`src/rtl/jse_pkg.sv`:
```
// Shared types, character codes and encode helpers for the JSON string escaper.
`default_nettype none

package jse_pkg;

  localparam int unsigned MAX_BYTES = 12;
  localparam int unsigned ESC_BYTES = 6;

  typedef logic [MAX_BYTES-1:0][7:0] burst_t;
  typedef logic [ESC_BYTES-1:0][7:0] esc_t;
  typedef logic [3:0]                cnt_t;

  typedef struct packed {
    burst_t bytes;
    cnt_t   cnt;
    logic   hold;
  } enc_t;

  localparam logic [7:0] CH_QUOTE  = 8'h22;
  localparam logic [7:0] CH_BSLASH = 8'h5c;
  localparam logic [7:0] CH_U      = 8'h75;
  localparam logic [7:0] CH_ZERO   = 8'h30;
  localparam logic [7:0] CH_LOWER_A = 8'h61;
  localparam logic [7:0] CH_B      = 8'h62;
  localparam logic [7:0] CH_F      = 8'h66;
  localparam logic [7:0] CH_N      = 8'h6e;
  localparam logic [7:0] CH_R      = 8'h72;
  localparam logic [7:0] CH_T      = 8'h74;

  localparam logic [7:0] CTL_BS  = 8'h08;
  localparam logic [7:0] CTL_TAB = 8'h09;
  localparam logic [7:0] CTL_LF  = 8'h0a;
  localparam logic [7:0] CTL_FF  = 8'h0c;
  localparam logic [7:0] CTL_CR  = 8'h0d;

  localparam logic [7:0] ASCII_LIMIT = 8'h80;
  localparam logic [7:0] CTL_LIMIT   = 8'h20;

  function automatic logic [7:0] hex_char(input logic [3:0] v);
    if (v < 4'ha) begin
      return CH_ZERO + {4'h0, v};
    end else begin
      return CH_LOWER_A + {4'h0, v - 4'ha};
    end
  endfunction

  // \uXXXX, first byte at index 0
  function automatic esc_t u_escape(input logic [15:0] u);
    esc_t e;
    e[0] = CH_BSLASH;
    e[1] = CH_U;
    e[2] = hex_char(u[15:12]);
    e[3] = hex_char(u[11:8]);
    e[4] = hex_char(u[7:4]);
    e[5] = hex_char(u[3:0]);
    return e;
  endfunction

endpackage

`default_nettype wire

```
`src/rtl/jse_ifs.sv`:
```
// Handshake channels: code unit requests in, escaped bytes out.
`default_nettype none

interface jse_unit_if;
  logic        valid;
  logic        ready;
  logic [15:0] code_unit;
  logic        last_unit;

  modport source (output valid, output code_unit, output last_unit, input ready);
  modport sink   (input valid, input code_unit, input last_unit, output ready);
endinterface

interface jse_byte_if;
  logic       valid;
  logic       ready;
  logic [7:0] out_byte;
  logic       run_last;

  modport source (output valid, output out_byte, output run_last, input ready);
  modport sink   (input valid, input out_byte, input run_last, output ready);
endinterface

`default_nettype wire

```
`src/rtl/jse_enc.sv`:
```
// Combinational encoder: one code unit plus held surrogate to a burst of bytes.
`default_nettype none

module jse_enc (
  input  wire logic [15:0] code_unit,
  input  wire logic        last_unit,
  input  wire logic        held_valid,
  input  wire logic [15:0] held_unit,
  output jse_pkg::enc_t    enc
);
  import jse_pkg::*;

  esc_t        ub;
  cnt_t        ucnt;
  logic        uhold;
  logic        is_low;
  logic [10:0] plane;

  // single-unit encoding, as if nothing were held
  always_comb begin
    ub    = '0;
    ucnt  = '0;
    uhold = 1'b0;
    if (code_unit < {8'h00, ASCII_LIMIT}) begin
      if (code_unit < {8'h00, CTL_LIMIT} || code_unit[7:0] == CH_QUOTE ||
          code_unit[7:0] == CH_BSLASH) begin
        ub[0] = CH_BSLASH;
        ucnt  = 4'd2;
        case (code_unit[7:0])
          CH_QUOTE:  ub[1] = CH_QUOTE;
          CH_BSLASH: ub[1] = CH_BSLASH;
          CTL_BS:    ub[1] = CH_B;
          CTL_FF:    ub[1] = CH_F;
          CTL_LF:    ub[1] = CH_N;
          CTL_CR:    ub[1] = CH_R;
          CTL_TAB:   ub[1] = CH_T;
          default: begin
            ub[1] = CH_U;
            ub[2] = CH_ZERO;
            ub[3] = CH_ZERO;
            ub[4] = hex_char(code_unit[7:4]);
            ub[5] = hex_char(code_unit[3:0]);
            ucnt  = 4'd6;
          end
        endcase
      end else begin
        ub[0] = code_unit[7:0];
        ucnt  = 4'd1;
      end
    end else if (code_unit[15:11] == 5'b00000) begin
      ub[0] = {3'b110, code_unit[10:6]};
      ub[1] = {2'b10, code_unit[5:0]};
      ucnt  = 4'd2;
    end else if (code_unit[15:11] != 5'b11011) begin
      ub[0] = {4'b1110, code_unit[15:12]};
      ub[1] = {2'b10, code_unit[11:6]};
      ub[2] = {2'b10, code_unit[5:0]};
      ucnt  = 4'd3;
    end else if (!code_unit[10] && !last_unit) begin
      uhold = 1'b1;
    end else begin
      ub   = u_escape(code_unit);
      ucnt = 4'd6;
    end
  end

  assign is_low = (code_unit[15:10] == 6'b110111);
  // code point bits 20..10 of the pair: high surrogate payload plus one plane
  assign plane  = {1'b0, held_unit[9:0]} + 11'h040;

  always_comb begin
    enc = '0;
    if (held_valid && is_low) begin
      enc.bytes[0] = {5'b11110, plane[10:8]};
      enc.bytes[1] = {2'b10, plane[7:2]};
      enc.bytes[2] = {2'b10, plane[1:0], code_unit[9:6]};
      enc.bytes[3] = {2'b10, code_unit[5:0]};
      enc.cnt      = 4'd4;
    end else if (held_valid) begin
      enc.bytes[ESC_BYTES-1:0]         = u_escape(held_unit);
      enc.bytes[MAX_BYTES-1:ESC_BYTES] = ub;
      enc.cnt                          = 4'd6 + ucnt;
      enc.hold                         = uhold;
    end else begin
      enc.bytes[ESC_BYTES-1:0] = ub;
      enc.cnt                  = ucnt;
      enc.hold                 = uhold;
    end
  end

endmodule

`default_nettype wire

```
`src/rtl/jse_seq.sv`:
```
// Result register: holds one burst and shifts it out a byte per cycle while the receiver is ready.
`default_nettype none

module jse_seq (
  input  wire logic             clk,
  input  wire logic             rst,
  input  wire logic             load,
  input  jse_pkg::burst_t       load_bytes,
  input  jse_pkg::cnt_t         load_cnt,
  output logic                  free,
  jse_byte_if.source            byte_ch
);
  import jse_pkg::*;

  burst_t data;
  cnt_t   rem;
  logic   take;

  assign take = byte_ch.valid && byte_ch.ready;
  // burst can be replaced when empty or when its final byte goes out now
  assign free = (rem == 4'd0) || (rem == 4'd1 && byte_ch.ready);

  always_ff @(posedge clk) begin
    if (rst) begin
      rem <= '0;
    end else if (load && free) begin
      rem <= load_cnt;
    end else if (take) begin
      rem <= rem - 4'd1;
    end
  end

  always_ff @(posedge clk) begin
    if (load && free) begin
      data <= load_bytes;
    end else if (take) begin
      data <= {8'h00, data[MAX_BYTES-1:1]};
    end
  end

  assign byte_ch.valid    = (rem != 4'd0);
  assign byte_ch.out_byte = data[0];
  assign byte_ch.run_last = (rem == 4'd1);

endmodule

`default_nettype wire

```
`src/rtl/json_string_escaper_utf16_to_utf8_core.sv`:
```
// JSON string escaper top level: UTF-16 code units in, escaped UTF-8 bytes out.
// A request passes through the input register and then the result register before its
// first byte can be taken. Output: one byte per cycle while the receiver is ready; an item
// yields 1 to 12 bytes, or none if it only holds a surrogate.
// The input register takes the next request while the result register drains.
// Reset (rst, synchronous): both stages empty, no surrogate held.
`default_nettype none

module json_string_escaper_utf16_to_utf8_core (
  input  wire logic   clk,
  input  wire logic   rst,
  jse_unit_if.sink    unit_ch,
  jse_byte_if.source  byte_ch
);
  import jse_pkg::*;

  logic        s1_valid;
  logic [15:0] s1_unit;
  logic        s1_last;
  logic        s1_move;
  logic        held_valid;
  logic [15:0] held_unit;
  logic        free;
  enc_t        enc;

  assign s1_move       = s1_valid && free;
  assign unit_ch.ready = !s1_valid || s1_move;

  always_ff @(posedge clk) begin
    if (rst) begin
      s1_valid <= 1'b0;
    end else if (unit_ch.ready) begin
      s1_valid <= unit_ch.valid;
    end
  end

  always_ff @(posedge clk) begin
    if (unit_ch.valid && unit_ch.ready) begin
      s1_unit <= unit_ch.code_unit;
      s1_last <= unit_ch.last_unit;
    end
  end

  always_ff @(posedge clk) begin
    if (rst) begin
      held_valid <= 1'b0;
      held_unit  <= '0;
    end else if (s1_move) begin
      held_valid <= enc.hold;
      held_unit  <= enc.hold ? s1_unit : 16'h0000;
    end
  end

  jse_enc u_enc (
    .code_unit  (s1_unit),
    .last_unit  (s1_last),
    .held_valid (held_valid),
    .held_unit  (held_unit),
    .enc        (enc)
  );

  jse_seq u_seq (
    .clk        (clk),
    .rst        (rst),
    .load       (s1_move),
    .load_bytes (enc.bytes),
    .load_cnt   (enc.cnt),
    .free       (free),
    .byte_ch    (byte_ch)
  );

  // a held unit is always a high surrogate
  a_held_high: assert property (@(posedge clk) disable iff (rst)
    held_valid |-> held_unit[15:10] == 6'b110110)
    else $error("held unit is not a high surrogate");

  // an item with no bytes leaves a surrogate held
  a_hold_on_empty: assert property (@(posedge clk) disable iff (rst)
    s1_move && enc.cnt == 4'd0 |=> held_valid)
    else $error("empty burst without held surrogate");

  // a burst is never cut short
  a_burst_cont: assert property (@(posedge clk) disable iff (rst)
    byte_ch.valid && !byte_ch.run_last |=> byte_ch.valid)
    else $error("burst ended before its last byte");

  // burst length never exceeds the widest case
  a_cnt_max: assert property (@(posedge clk) disable iff (rst)
    s1_move |-> enc.cnt <= 4'd12)
    else $error("burst length out of range");

endmodule

`default_nettype wire

```
`src/flat_wrapper.sv`:
```
// flat-port wrapper written by rule: the top's interface ports become plain ports
module json_string_escaper_utf16_to_utf8_core_flat import jse_pkg::*;
  (clk, rst, unit_ch_valid, unit_ch_code_unit, unit_ch_last_unit, unit_ch_ready, byte_ch_valid, byte_ch_out_byte, byte_ch_run_last, byte_ch_ready);
  jse_unit_if unit_ch_i ();
  jse_byte_if byte_ch_i ();
  input  wire logic clk;
  input  wire logic rst;
  input wire logic [$bits(unit_ch_i.valid)-1:0] unit_ch_valid;
  input wire logic [$bits(unit_ch_i.code_unit)-1:0] unit_ch_code_unit;
  input wire logic [$bits(unit_ch_i.last_unit)-1:0] unit_ch_last_unit;
  output wire logic [$bits(unit_ch_i.ready)-1:0] unit_ch_ready;
  output wire logic [$bits(byte_ch_i.valid)-1:0] byte_ch_valid;
  output wire logic [$bits(byte_ch_i.out_byte)-1:0] byte_ch_out_byte;
  output wire logic [$bits(byte_ch_i.run_last)-1:0] byte_ch_run_last;
  input wire logic [$bits(byte_ch_i.ready)-1:0] byte_ch_ready;
  assign unit_ch_i.valid = unit_ch_valid;
  assign unit_ch_i.code_unit = unit_ch_code_unit;
  assign unit_ch_i.last_unit = unit_ch_last_unit;
  assign unit_ch_ready = unit_ch_i.ready;
  assign byte_ch_valid = byte_ch_i.valid;
  assign byte_ch_out_byte = byte_ch_i.out_byte;
  assign byte_ch_run_last = byte_ch_i.run_last;
  assign byte_ch_i.ready = byte_ch_ready;
  json_string_escaper_utf16_to_utf8_core u_core (.clk(clk), .rst(rst), .unit_ch(unit_ch_i), .byte_ch(byte_ch_i));
endmodule
```
`config.mk`:
```
export PLATFORM = sky130hd
export DESIGN_NAME = json_string_escaper_utf16_to_utf8_core_flat
export DESIGN_NICKNAME = d
export VERILOG_FILES = /design/src/rtl/jse_pkg.sv /design/src/rtl/jse_ifs.sv /design/src/rtl/jse_enc.sv /design/src/rtl/jse_seq.sv /design/src/rtl/json_string_escaper_utf16_to_utf8_core.sv /design/src/flat_wrapper.sv
export SDC_FILE = /design/constraint.sdc
export NUM_CORES = 1
export LEC_CHECK = 0
export BUFFER_PORTS_ARGS = -buffer_cell sky130_fd_sc_hd__buf_2
export CORE_MARGIN = 5
export CORE_UTILIZATION = 28
export CTS_CLUSTER_SIZE = 28
export DETAILED_ROUTE_END_ITERATION = 10
export PLACE_DENSITY = 0.48
export SLEW_MARGIN = 20
export SYNTH_ARGS = -nofsm -noshare
export SYNTH_HDL_FRONTEND = slang
export SYNTH_HIERARCHICAL = 1
export SYNTH_SLANG_ARGS = --single-unit
```
`constraint.sdc`:
```
create_clock -name clk -period 3.2 [get_ports clk]
set_clock_uncertainty 0.15 [all_clocks]
set_input_delay 0 -clock clk [delete_from_list [all_inputs] [get_ports clk]]
set_output_delay 0 -clock clk [all_outputs]
set_load 0.005 [all_outputs]
```
==> reports/qor.yml <==
crit_path_end_kind: "register"
row_count: 64
die_h_microns: 185
ys_seq_elements: 135
track_usage_pct: 16.1
synth_edf_count: 113
placed_area_sq_um: 9140
hpwlAfterDp_mm: 19.1
gp_congestion: 0.974
dp.cells: 1356
cts_made_buffers: 17
fin_setup_tns_ns: 0
finalCritPeriodShare_pct: 93.5
postLayoutCellArea_sq_um: 9960
synth_cell_types: 75
grt_remaining_overflow: 0
stdcell_count: 1408
grt_pass1_wl_mm: 42.0
crit_path_start_kind: "register"
routedWlPerCell_microns: 19.2
yosys_warnings: 6
synth_seq_area_share_pct: 44.6
status: "finished clean"
setup_slack_ns: 0.208
ys.flop_type: "edfxtp_1"
maxSlewHeadroom_pct: 42.0
antenna_found_initial: 0
drt_iter0_markers: 719
syn-cell-area_sq_um: 8590
drc_errors: 0
path_delay_family: "simple AND/OR/NAND/NOR gates"
slowest_stage: "edfxtp_1"
power_frac_comb_pct: 35.3
regToRegSetupSlack_ns: 0.21
worstSetupPathType: "reg -> reg"
fp.coreArea_sq_um: 30400
start_util_pct: 28.2
cts_tree: "done"
port_buffers: 31
fmax_mhz: 334
fin_crit_ns: 2.99
clockRootBuffer: "clkbuf_16"
worstPathCellList: "inv_1 -> ha_1 -> nor3b_2 -> nand3_1 -> or3_1 -> nand2_1 -> ha_1 -> a22oi_1 -> a32o_1 -> a22oi_1 -> nor2_1"
grt_start_max_net_pins: 89
clk_pin_slew_worst_paths_ns: 0.06
ys_async_sr_fraction_pct: 0
use_met2_pct: 24.4
grt_pass1_vias: 6906
drive_gt1_share_pct: 14.4
die_area_sq_um: 34300
routed_wl_mm: 27.1
final_util_pct: 32.7
worstPathArrival_ns: 3.20
io_pins: 32
syn_area_per_cell_sq_um: 8.94
worstMarginPinSlew_ns: 0.861
synthCells: 961
clockBufferDepth: 2
use_met1_pct: 23.0
n_antenna_cell: 0
cap_violations: 0
setup_viol_count_final: 0
clk_latency_ns: 0.43
p_leak_nw: 4.06
first_pass_iters: 8
p_int_mw: 5.32
postRouteAntennaNets: 0
rsz0062_at_grt: "false"
hp-class: "in -> reg"
die_x_microns: 185
report.final.slew_viol_count: 0
top_usage_layer: "met2"
hold_viol: 0
power_per_cell_area_nw_per_um2: 844
final_nets: 1057
p_sw_share_pct: 36.8
h-tree-depth: 4
slowest_delay_ns: 0.52
pwr-share-seq_pct: 39.9
power_switching_mw: 3.09
required_ns: 3.41
dr_total_vias: 7114
clock-sinks: 135
dpl_worst_slack_ns: 0.284
critPathMaxFanout: 9
use_met3_pct: 3.36
vias_per_cell: 5.05
cp_num_buf_inv: 1
area_growth_pct: 15.9
clockPowerShare_pct: 24.8
peakVddDrop_uv: 1560
sequential cells by signal, summed over array words and instances (netlist names):
register,cells
u_core/held_unit,16
u_core/held_valid,1
u_core/s1_last,1
u_core/s1_unit,16
u_core/s1_valid,1
u_core/u_seq/byte_ch.out_byte,8
u_core/u_seq/data,88
u_core/u_seq/rem,4
Yosys cell counts, drive strengths merged, types with 4 or more instances:
cell    count  area (sq um)
buf        60           442
a22o        4          35.0
xnor2      16           140
edfxtp    113          3390
a31oi      12          75.1
nor2b       5          33.8
a21oi      59           352
xor2       11          96.3
nand3       8          40.0
a22oi       9          72.6
nor3       25           171
a21o        5          38.8
inv        40           150
dfxtp      22           440
a211oi      5          37.5
nand4      19           119
o21ai      30           150
clkbuf     20          75.1
nor2       50           190
nand2     295          1110
and3       15           104
o22ai      21           131
mux2i       5          50.1
a21bo      17           170
and2        5          31.3
ha         36           450
layout make-up:
class | instances | area, sq um
fillers | 3240 | 20500
multi-input cells | 710 | 4120
flip-flops and latches | 135 | 3830
repair buffers | 96 | 758
well taps | 396 | 495
clock buffers | 18 | 429
clock inverters | 13 | 181
inverters | 40 | 150
cell usage in the layout, fill, tap and decap left out, types with 22 or more instances in the layout:
cell	count
nand2_1	293
inv_1	40
a21oi_1	46
buf_4	39
edfxtp_1	113
dfxtp_1	22
buf_2	31
nor2_1	49
ha_1	36
o21ai_0	23
kinds of logic (layout without fill, tap and decap cells):
logic type	after synthesis	in the layout	share of synthesized area, %
other	1	5	0.0436
and+or+nand+nor	440	440	23.0
buffers and inverters	120	167	7.76
AOI/OAI and AO/OA	196	196	15.9
adders and majority gates	36	36	5.24
DFF	135	135	44.6
xor gates and xnor gates	27	27	2.75
muxes	6	6	0.713
worst paths after layout:
| kind | end | cells past startpoint | startpoint |
|---|---|---|---|
| min reg2reg | u_core/u_seq/data[76] | 2 | u_core/u_seq/data[84] |
| max | u_core/u_seq/rem[2] | 11 | u_core/s1_unit[12] |
| min | u_core/s1_unit[8] | 2 | unit_ch_code_unit[8] |
| max reg2reg | u_core/u_seq/rem[2] | 11 | u_core/s1_unit[12] |
per-stage QoR:
stage / total power, mW / hold WS [ns]
2_1_floorplan: 5.48 / -0.0809
3_3_place_gp: 6.34 / 0.0266
3_5_place_dp: 6.35 / 0.0288
4_1_cts: 8.49 / 0.109
5_1_grt: 8.97 / 0.127
6_report: 8.41 / 0.128
worst reg2reg max path, stage by stage, from the launching register on:
cell and delay, ns:
edfxtp_1 0.52, inv_1 0.20, ha_1 0.16, nor3b_2 0.27, nand3_1 0.15, or3_1 0.43
nand2_1 0.15, ha_1 0.24, a22oi_1 0.26, a32o_1 0.21, a22oi_1 0.08, nor2_1 0.10
per-layer routing:
| metal | part of all wire, % | wire length (microns) |
|---|---|---|
| met1 | 48 | 13100 |
| met3 | 5.4 | 1470 |
| met2 | 44 | 12000 |
| met5 | 0 | 0 |
| met4 | 2.0 | 529 |
timing repair:
| action | in CTS | in global routing |
|---|---|---|
| setup endpoints to repair | 0 | 0 |
| resized for setup | 0 | 0 |
| hold endpoints to repair | 55 | 0 |
| hold buffers | 21 | 0 |
| setup buffers | 0 | 0 |
power groups by stage:
stage,Clock [mW],Combinational (mW),Sequential (mW)
5_1_grt,2.21,3.33,3.42
3_5_place_dp,0,2.97,3.38
2_1_floorplan,0,2.16,3.32
4_1_cts,2.13,3.00,3.36
6_report,2.09,2.97,3.35
3_3_place_gp,0,2.96,3.38
No activity file was read; power rests on OpenSTA's default activity.
